===== src/rtl/mm4_pkg.sv =====
// Shared types and constants for the fixed-point matrix multiplier.
// Used by mm4_cell, mm4_sat and matrix_multiply_4x4; depends on nothing.
`timescale 1ns / 1ps

package mm4_pkg;

  localparam int VAL_W     = 32;
  localparam int IDX_W     = 4;
  localparam int PROD_W    = 64;
  localparam int FRAC_BITS = 16;

  typedef enum logic [1:0] {
    OP_LOAD_LEFT  = 2'd0,
    OP_LOAD_RIGHT = 2'd1,
    OP_COMPUTE    = 2'd2
  } op_e;

  // Element write request broadcast to every cell.
  typedef struct packed {
    logic                    left;
    logic                    right;
    logic [IDX_W-1:0]        idx;
    logic signed [VAL_W-1:0] value;
  } wr_t;

endpackage


===== src/rtl/mm4_sat.sv =====
// Output stage: drops the fraction bits, saturates to 32 bits and holds the result.
// Depends on mm4_pkg.
`timescale 1ns / 1ps

module mm4_sat #(
  parameter int MATRIX_DIM = 4,
  localparam int ELEMS = MATRIX_DIM * MATRIX_DIM,
  localparam int KW = $clog2(ELEMS),
  localparam int SW = mm4_pkg::PROD_W + $clog2(MATRIX_DIM)
) (
  input  logic                               clk_i,
  input  logic                               rst_ni,
  input  logic                               valid_i,
  input  logic [KW-1:0]                      k_i,
  input  logic signed [SW-1:0]               sum_i,
  output logic                               adv_o,
  output logic                               m_valid_o,
  input  logic                               m_ready_i,
  output logic [mm4_pkg::IDX_W-1:0]          m_index_o,
  output logic signed [mm4_pkg::VAL_W-1:0]   m_value_o,
  output logic                               m_last_o,
  output logic                               m_ovf_o
);

  localparam int HW = SW - mm4_pkg::FRAC_BITS;

  logic [HW-1:0]                     whole;
  logic                              ovf_d;
  logic signed [mm4_pkg::VAL_W-1:0]  value_d;
  logic [KW+mm4_pkg::IDX_W-1:0]      k_ext;

  logic                              valid_q;
  logic [mm4_pkg::IDX_W-1:0]         index_q;
  logic signed [mm4_pkg::VAL_W-1:0]  value_q;
  logic                              last_q, ovf_q;

  // Arithmetic shift is a floor; the value fits when all bits above bit 31 match it.
  assign whole = sum_i[SW-1:mm4_pkg::FRAC_BITS];
  assign ovf_d = !((&whole[HW-1:mm4_pkg::VAL_W-1]) || !(|whole[HW-1:mm4_pkg::VAL_W-1]));

  always_comb begin
    if (!ovf_d) begin
      value_d = whole[mm4_pkg::VAL_W-1:0];
    end else if (whole[HW-1]) begin
      value_d = {1'b1, {(mm4_pkg::VAL_W-1){1'b0}}};
    end else begin
      value_d = {1'b0, {(mm4_pkg::VAL_W-1){1'b1}}};
    end
  end

  assign k_ext = (KW + mm4_pkg::IDX_W)'(k_i);
  assign adv_o = !valid_q || m_ready_i;

  always_ff @(posedge clk_i or negedge rst_ni) begin
    if (!rst_ni) begin
      valid_q <= 1'b0;
    end else if (adv_o) begin
      valid_q <= valid_i;
    end
  end

  always_ff @(posedge clk_i) begin
    if (adv_o && valid_i) begin
      index_q <= k_ext[mm4_pkg::IDX_W-1:0];
      value_q <= value_d;
      last_q  <= (k_i == KW'(ELEMS - 1));
      ovf_q   <= ovf_d;
    end
  end

  assign m_valid_o = valid_q;
  assign m_index_o = index_q;
  assign m_value_o = value_q;
  assign m_last_o  = last_q;
  assign m_ovf_o   = ovf_q;

endmodule


===== config.mk =====
export PLATFORM = sky130hd
export DESIGN_NAME = mm4_sat
export DESIGN_NICKNAME = d
export VERILOG_FILES = /design/src/rtl/mm4_pkg.sv /design/src/rtl/mm4_sat.sv
export SDC_FILE = /design/constraint.sdc
export NUM_CORES = 1
export LEC_CHECK = 0
export ABC_AREA = 1
export BUFFER_PORTS_ARGS = -buffer_cell sky130_fd_sc_hd__buf_2
export CELL_PAD_IN_SITES_DETAIL_PLACEMENT = 1
export CELL_PAD_IN_SITES_GLOBAL_PLACEMENT = 1
export CORE_ASPECT_RATIO = 1.2
export CORE_MARGIN = 1.5
export CORE_UTILIZATION = 29
export DETAILED_ROUTE_END_ITERATION = 10
export GPL_ROUTABILITY_DRIVEN = 1
export PLACE_DENSITY_LB_ADDON = 0.08
export SETUP_SLACK_MARGIN = 0.02
export SLEW_MARGIN = 20
export SYNTH_ARGS = -nofsm -noshare
export SYNTH_HDL_FRONTEND = slang
export SYNTH_SLANG_ARGS = --single-unit

===== constraint.sdc =====
create_clock -name clk_i -period 3.49 [get_ports clk_i]
set_input_delay 0.1745 -clock clk_i [delete_from_list [all_inputs] [get_ports clk_i]]
set_output_delay 0.1745 -clock clk_i [all_outputs]
set_load 0.03 [all_outputs]

==> impl_metrics.env <==
export IMPL_status="complete, no violations"
export IMPL_first_pass_iters=4
export IMPL_grt_setup_unrepaired="false"
export IMPL_maxSlewViolCount=0
export IMPL_grt_max_degree=33
export IMPL_overflow=0
export IMPL_cts_setup_buffers=0
export IMPL_area_growth_pct=37.9
export IMPL_core_mm2=0.00559
export IMPL_cts_htree_levels=2
export IMPL_cts_buffers=5
export IMPL_tritoncts="done"
export IMPL_die_x_um=72.2
export IMPL_drt_wl_total_mm=4.01
export IMPL_nets=323
export IMPL_start_kind="flip-flop"
export IMPL_nFillCells=671
export IMPL_cp_arrival_ns=1.78
export IMPL_ant_nets=0
export IMPL_vias=1386
export IMPL_rows=30
export IMPL_yosysWarnings=0
export IMPL_synth_seq_area_share=0.700
export IMPL_utilization=0.411
export IMPL_p_sw_frac=0.244
export IMPL_syn_area_mm2=0.00167
export IMPL_synth_distinct_cells=14
export IMPL_final_common_cell="buf_2"
export IMPL_worstMarginPinSlew_ns=0.866
export IMPL_io_pin_count=114
export IMPL_hpwl_mm=2.93
export IMPL_first_global_vias=1290
export IMPL_hp_class="input pin to flip-flop"
export IMPL_skew_ns=0.00346
export IMPL_cts_root_buf="clkbuf_8"
export IMPL_intPower_uw=802
export IMPL_clk_latency_ns=0.29
export IMPL_p_sw_uw=259
export IMPL_cp_data_required_time_ns=3.48
export IMPL_slew_headroom=0.422
export IMPL_p_leak_nw=1.03
export IMPL_path_clk_slew_ns=0.08
export IMPL_postCtsHoldBufs=1
export IMPL_max_freq_mhz=560
export IMPL_fp_dieH_um=86.0
export IMPL_synthesis_instances=150
export IMPL_p_comb_frac=0.138
export IMPL_p_per_area_mw_per_mm2=462
export IMPL_wl_per_cell_um=12.8
export IMPL_cts_repair_resized=0
export IMPL_cts_buffer_depth=2
export IMPL_setup_viol=0
export IMPL_synth_seq_cells=39
export IMPL_grt_antenna_before_repair=0
export IMPL_drtIter0Drc=41
export IMPL_final_cell_mix="97 x buf_2, 76 x nand2_1, 38 x edfxtp_1"
export IMPL_die_area_mm2=0.00621
export IMPL_finalCritPeriodShare=0.512
export IMPL_grt_first_pass_wirelength_mm=6.00
export IMPL_synthesis_nets=224
export IMPL_crit_type="flip-flop to flip-flop"
export IMPL_finalCriticalPeriod_ns=1.79
export IMPL_hold_viol_final=0
export IMPL_clkSinkCount=39
export IMPL_clockPowerShare=0.344
export IMPL_post_route_drc_count=0
export IMPL_finalSetupTns_ns=0
export IMPL_pwr_share_seq=0.518
export IMPL_ir_drop_v=0.000144
export IMPL_drive_gt1_frac=0.444
export IMPL_grt_usage=0.129
export IMPL_viasPerCell=4.41
export IMPL_cap_viol_max_count=0
export IMPL_worstSetupEndpointType="flip-flop"
export IMPL_syn_area_per_cell_um2=11.1
export IMPL_finalWeightedCongestion=0.670
export IMPL_initial_utilization=0.298
export IMPL_antenna_cells=0
export IMPL_io_buffers=97
export IMPL_critPathMaxFanout=27
worst paths after layout:
path                       startpoint             to  slack, ns  cells after the start
max                         m_valid_o  m_value_o[11]       1.70                      2
min                            k_i[3]   m_index_o[3]       0.07                      1
max reg2reg                 m_valid_o  m_value_o[11]       1.70                      2
min reg2reg                 m_valid_o      m_valid_o       0.61                      2
max in group asynchronous      rst_ni      m_valid_o       3.21                      2
min in group asynchronous      rst_ni      m_valid_o       0.19                      2
flip-flops by register name, indices dropped and copies added (netlist names):
signal     count
m_index_o      4
m_valid_o      1
m_value_o     32
m_ovf_o        1
m_last_o       1
Yosys cell counts (all sizes together):
master  count  share of area
buf         6          0.041
nand4       2         0.0075
or2         2         0.0075
nand3       3          0.015
nand2      77           0.18
inv         4         0.0090
nor2       15          0.037
clkbuf      1         0.0023
dfrtp       1          0.015
edfxtp     38           0.69
a21oi       1         0.0030
worst max-delay path, cell delays in order, from the launching register on:
cell     delay (ns)
dfrtp_1        0.43
a21oi_4        0.71
buf_4          0.34
cell families (layout without fill, tap and decap cells):
family	after synthesis	in the layout	synth area share
simple gates	99	99	0.245
compound gates	1	1	0.00300
buf+inv	11	111	0.0518
flops	39	39	0.700
metrics by stage:
step	total power [mW]	instances	area [um^2]	hold slack (ns)	worst slack, ns
final	1.06	314	2300	0.0692	1.70
after global routing	1.10	314	2300	0.0572	1.59
after CTS	1.08	314	2300	0.0618	1.64
after detailed placement	0.710	305	2180	-0.0445	1.65
after global placement	0.706	305	2180	-0.0490	1.67
after floorplan	0.645	150	1670	-0.121	0.610
area by class of cell:
cell class	instances	area [um^2]	area share
flip-flops and latches	39	1170	0.508
repair buffers	99	503	0.219
multi-input cells	100	424	0.185
well taps	64	80.1	0.0349
clock buffers	5	68.8	0.0300
clock inverters	3	38.8	0.0169
inverters	4	15.0	0.00654
power groups by stage:
| stage | combinational [mW] | sequential, mW | clock, mW |
|---|---|---|---|
| 6_report | 0.146 | 0.550 | 0.365 |
| 5_1_grt | 0.159 | 0.552 | 0.390 |
| 4_1_cts | 0.149 | 0.551 | 0.377 |
| 3_5_place_dp | 0.148 | 0.561 | 0 |
| 3_3_place_gp | 0.147 | 0.560 | 0 |
| 2_1_floorplan | 0.0327 | 0.613 | 0 |
metal layers:
layer	GRT usage	vias up	part of all wire
li1	-	683	-
met3	0.0376	6	0.064
met2	0.229	57	0.53
met4	0.0515	0	0.018
met1	0.143	640	0.39
met5	0	-	0
Note: power is estimated with default switching activity, not from simulation.
