==> src/rtl/mm4_pkg.sv <==
// Shared types and constants for the fixed-point matrix multiplier.
// Used by mm4_cell, mm4_sat and matrix_multiply_4x4; depends on nothing.
`timescale 1ns / 1ps

package mm4_pkg;

  localparam int VAL_W     = 32;
  localparam int IDX_W     = 4;
  localparam int PROD_W    = 64;
  localparam int FRAC_BITS = 16;

  typedef enum logic [1:0] {
    OP_LOAD_LEFT  = 2'd0,
    OP_LOAD_RIGHT = 2'd1,
    OP_COMPUTE    = 2'd2
  } op_e;

  // Element write request broadcast to every cell.
  typedef struct packed {
    logic                    left;
    logic                    right;
    logic [IDX_W-1:0]        idx;
    logic signed [VAL_W-1:0] value;
  } wr_t;

endpackage

==> src/rtl/mm4_cell.sv <==
// One cell of the multiply-accumulate chain: holds one column of the left matrix and one row of the right matrix.
// Depends on mm4_pkg.
`timescale 1ns / 1ps

module mm4_cell #(
  parameter int MATRIX_DIM = 4,
  parameter int CELL_IDX   = 0,
  localparam int XW = $clog2(MATRIX_DIM),
  localparam int KW = $clog2(MATRIX_DIM * MATRIX_DIM),
  localparam int SW = mm4_pkg::PROD_W + $clog2(MATRIX_DIM)
) (
  input  logic                 clk_i,
  input  logic                 rst_ni,
  input  logic                 adv_i,
  input  mm4_pkg::wr_t         wr_i,
  input  logic                 valid_i,
  input  logic [XW-1:0]        x_i,
  input  logic [XW-1:0]        y_i,
  input  logic [KW-1:0]        k_i,
  input  logic signed [SW-1:0] sum_i,
  output logic                 valid_o,
  output logic [XW-1:0]        x_o,
  output logic [XW-1:0]        y_o,
  output logic [KW-1:0]        k_o,
  output logic signed [SW-1:0] sum_o
);

  // left_q[j] is left element j + CELL_IDX*D, right_q[j] is right element CELL_IDX + j*D.
  logic signed [mm4_pkg::VAL_W-1:0]  left_q  [MATRIX_DIM];
  logic signed [mm4_pkg::VAL_W-1:0]  right_q [MATRIX_DIM];

  logic                              v1_q, v2_q;
  logic [XW-1:0]                     x1_q, y1_q, x2_q, y2_q;
  logic [KW-1:0]                     k1_q, k2_q;
  logic signed [SW-1:0]              sum1_q, sum2_q;
  logic signed [mm4_pkg::PROD_W-1:0] prod_q, prod_d;
  logic signed [SW-1:0]              sum2_d;

  always_ff @(posedge clk_i or negedge rst_ni) begin
    if (!rst_ni) begin
      for (int j = 0; j < MATRIX_DIM; j++) begin
        left_q[j]  <= '0;
        right_q[j] <= '0;
      end
    end else begin
      for (int j = 0; j < MATRIX_DIM; j++) begin
        if (wr_i.left && (int'(wr_i.idx) == j + CELL_IDX * MATRIX_DIM)) begin
          left_q[j] <= wr_i.value;
        end
        if (wr_i.right && (int'(wr_i.idx) == CELL_IDX + j * MATRIX_DIM)) begin
          right_q[j] <= wr_i.value;
        end
      end
    end
  end

  assign prod_d = left_q[x_i] * right_q[y_i];
  assign sum2_d = sum1_q + {{(SW - mm4_pkg::PROD_W){prod_q[mm4_pkg::PROD_W-1]}}, prod_q};

  always_ff @(posedge clk_i or negedge rst_ni) begin
    if (!rst_ni) begin
      v1_q <= 1'b0;
      v2_q <= 1'b0;
    end else if (adv_i) begin
      v1_q <= valid_i;
      v2_q <= v1_q;
    end
  end

  always_ff @(posedge clk_i) begin
    if (adv_i) begin
      x1_q   <= x_i;
      y1_q   <= y_i;
      k1_q   <= k_i;
      sum1_q <= sum_i;
      prod_q <= prod_d;
      x2_q   <= x1_q;
      y2_q   <= y1_q;
      k2_q   <= k1_q;
      sum2_q <= sum2_d;
    end
  end

  assign valid_o = v2_q;
  assign x_o     = x2_q;
  assign y_o     = y2_q;
  assign k_o     = k2_q;
  assign sum_o   = sum2_q;

endmodule

==> config.mk <==
export PLATFORM = sky130hd
export DESIGN_NAME = mm4_cell
export DESIGN_NICKNAME = d
export VERILOG_FILES = /design/src/rtl/mm4_pkg.sv /design/src/rtl/mm4_cell.sv
export SDC_FILE = /design/constraint.sdc
export NUM_CORES = 2
export LEC_CHECK = 0
export BUFFER_PORTS_ARGS = -buffer_cell sky130_fd_sc_hd__buf_2
export CORE_MARGIN = 10
export CORE_UTILIZATION = 60
export DETAILED_ROUTE_END_ITERATION = 6
export GPL_TIMING_DRIVEN = 0
export PLACE_DENSITY_LB_ADDON = 0.25
export SLEW_MARGIN = 20
export SYNTH_ARGS = -nofsm -noshare
export SYNTH_HDL_FRONTEND = slang
export SYNTH_SLANG_ARGS = --single-unit
==> constraint.sdc <==
create_clock -name clk_i -period 10.8 [get_ports clk_i]
set_clock_uncertainty 0.1 [all_clocks]
set_input_delay 2.16 -clock clk_i [delete_from_list [all_inputs] [get_ports clk_i]]
set_output_delay 2.16 -clock clk_i [all_outputs]
set_load 0.03 [all_outputs]
==> results.yml <==
placement:
  gp_congestion: 1.10
  placed_cells: 7004
  hpwlAfterDp_mm: 164
  dp_slack_ns: -4.05
  io_buffers: 190
timing:
  setup_viol_count_final: 0
  post-route-min-period_ns: 10.75
  rsz0062_at_grt: "true"
  hold_viol: 0
  fmax_mhz: 93.0
  max_slew_margin: 0.289
  hold_slack_ns: 0.321
  fin_tns_setup_ns: 0
  setup_slack_ns: 0.0520
  slew_violations: 0
  post-route-period-util: 0.995
  tightest_slew_ns: 1.07
logic_synthesis:
  yosys-top-cells-area: "fa_1 (38%), dfrtp_1 (11%), edfxtp_1 (11%), inv_1 (6.9%), mux2_2 (6.2%)"
  yosys.cell_count.top_type: "fa_1"
  synth_cell_type_count: 76
  yosysTopAreaCell: "fa_1"
  synth-simple-area-share: 0.104
  synth_common_cells: "fa_1 (1083), inv_1 (1048), nand2_1 (650), nor2_1 (573), mux2_2 (313)"
  synthAdderAreaFrac: 0.435
  synthArstFlopShare: 0.549
  synth-compound-area-share: 0.0547
  synth_edf_count: 212
  synth_top_flop_cell: "dfrtp_1"
  synthXorXnorAreaFrac: 0.0204
  ys_seq_area_frac: 0.225
  synthMuxAreaShare: 0.0751
  synth_nets: 6994
  netlist_instances: 5546
  synth_top_family_by_area: "adder cells"
  synth_top_area_frac: 0.380
  ys_seq_elements: 470
  synth_area_per_cell_um2: 10.3
  syn-cell-area_um2: 57000
  yosys_warnings: 0
worst_hold_path:
  holdCritStartpoint: "k1_q[2]"
  hold_path_depth: 0
  hold_path.class: "reg -> reg"
floorplanning:
  die_height_um: 328
  start_util: 0.608
  coreArea_um2: 93700
  die_x_um: 328
  io_pins: 191
  rows: 112
  die_area_um2: 108000
clock_network:
  cts_buffers: 51
  clk_pin_slew_worst_paths_ns: 0.06
  clockRootBuffer: "clkbuf_16"
  cts.sinks: 470
  h-tree-depth: 2
  cts_tree: "yes"
  cts_hold_buf: 0
  clk_latency_ns: 0.70
  cts.path.max_buffers: 3
global_route:
  grt_pass1_wl_mm: 301
  grt_max_degree: 107
  antenna_found_initial: 6
  grt_overflow: 0
  grt_pass1_vias: 45700
  grt.total_usage: 0.387
route:
  viasPerCell: 6.04
  drc: 9
  ant_nets: 0
  via_count: 43100
  routedWlPerCell_um: 28.9
  drtIter0Drc: 4356
  drtPass1Iterations: 7
  wl_mm: 206
setup_path:
  crit_top_cell: "fa_1"
  critPathKind: "in -> reg"
  worstSetupStartpoint: "x_i[1]"
  cp_slowest_stage_delay_ns: 0.59
  cp-end-kind: "flip-flop"
  cp_data_required_time_ns: 11.15
  r2r-start: "right_q[48]"
  crit_arrival_ns: 11.10
  start_kind: "primary input"
  crit_path_max_fanout: 11
  crit_slowest_cell: "fa_1"
  reg2regPathDepth: 27
run:
  drv_cap: 0
outcome:
  violations: "DRC"
  outcome: "finished with violations"
layout:
  fin_nets: 7286
  area_delta_synth_final_pct: 11.6
  nFillCells: 7227
  instances_no_fill: 7137
  drive_gt1_frac: 0.166
-- repair_timing --
item                       in CTS  in global routing
setup endpoints to repair      49                 25
resized for setup             459                184
pin swaps                      21                 18
setup buffers                  24                 36
-- stage by stage --
stage / area [µm²] / util
floorplan: 57000 / -
global placement: 59500 / 0.635
detailed placement: 59900 / 0.638
CTS: 62900 / 0.671
global route: 63600 / 0.678
finish: 63600 / 0.678
-- worst max-delay path: cells and delay by family --
kind                       cells  cell delay, ns
xor gates and xnor gates       1            0.35
and+or+nand+nor                6            1.54
adders and majority gates      9            4.44
muxes                          1            0.38
buffers and inverters          8            1.24
AOI/OAI and AO/OA              4            0.94
-- path summary, 6_finish.rpt --
path | to | slack [ns]
worst max-delay path | prod_q[60] | 0.05
worst min-delay path | k_o[2] | 0.32
worst max register to register | prod_q[52] | 1.53
worst min register to register | k_o[2] | 0.32
max in group asynchronous | right_q[124] | 8.46
min in group asynchronous | right_q[15] | 1.26
-- cells in the final DEF, fill, tap and decap left out, drive strengths merged, types with 13 or more instances in the layout --
cell type and n:
o21bai 20, mux2i 55, o21ai 133, and3 16, buf 339, nor3 20
clkinv 17, a31oi 13, ha 249, nor2b 15, fa 1083, dfrtp 258
a21oi 143, nand2 650, edfxtp 212, nand3 30, nor2 573, o21a 66
xor2 40, xnor2 93, nand4 23, mux2 313, inv 1050, a21o 45
clkbuf 222, and2 61, nand2b 22
-- cell families (layout without fill, tap and decap cells) --
| family | count (synthesis) | in the layout |
|---|---|---|
| and+or+nand+nor | 1438 | 1438 |
| adders and majority gates | 1332 | 1332 |
| buffers and inverters | 1301 | 1631 |
| AOI/OAI and AO/OA | 495 | 495 |
| DFF | 470 | 470 |
| muxes | 377 | 377 |
| xor gates and xnor gates | 133 | 133 |
| other | 0 | 7 |
-- registers in the layout, indices dropped and copies added, names as in the netlist --
register  count
right_q     128
valid_o       1
y1_q          2
k1_q          4
k_o           4
x_o           2
left_q      128
y_o           2
v1_q          1
sum_o        66
x1_q          2
sum1_q       66
prod_q       64
-- layout make-up --
type / count / area (µm²) / share of cell area
well taps: 1254 / 1570 / 0.0247
clock inverters: 22 / 223 / 0.00350
clock buffers: 69 / 1420 / 0.0223
plain buffers: 228 / 1670 / 0.0263
diodes: 7 / 17.5 / 0.000276
multi-input cells: 3775 / 40200 / 0.633
repair buffers: 264 / 1680 / 0.0264
inverters: 1048 / 3930 / 0.0619
flip-flops and latches: 470 / 12800 / 0.202
-- layer usage --
metal  vias to the layer above  share of wire  track usage
met1                     22200           0.37        0.484
li1                      17700              -            -
met2                      2552           0.44        0.588
met5                         -              0            0
met4                         0          0.073        0.231
met3                       673           0.12        0.124
Power is left out: the tool's default activity adds up to more than one toggle a clock period on the data nets, which glitch-free logic cannot reach.
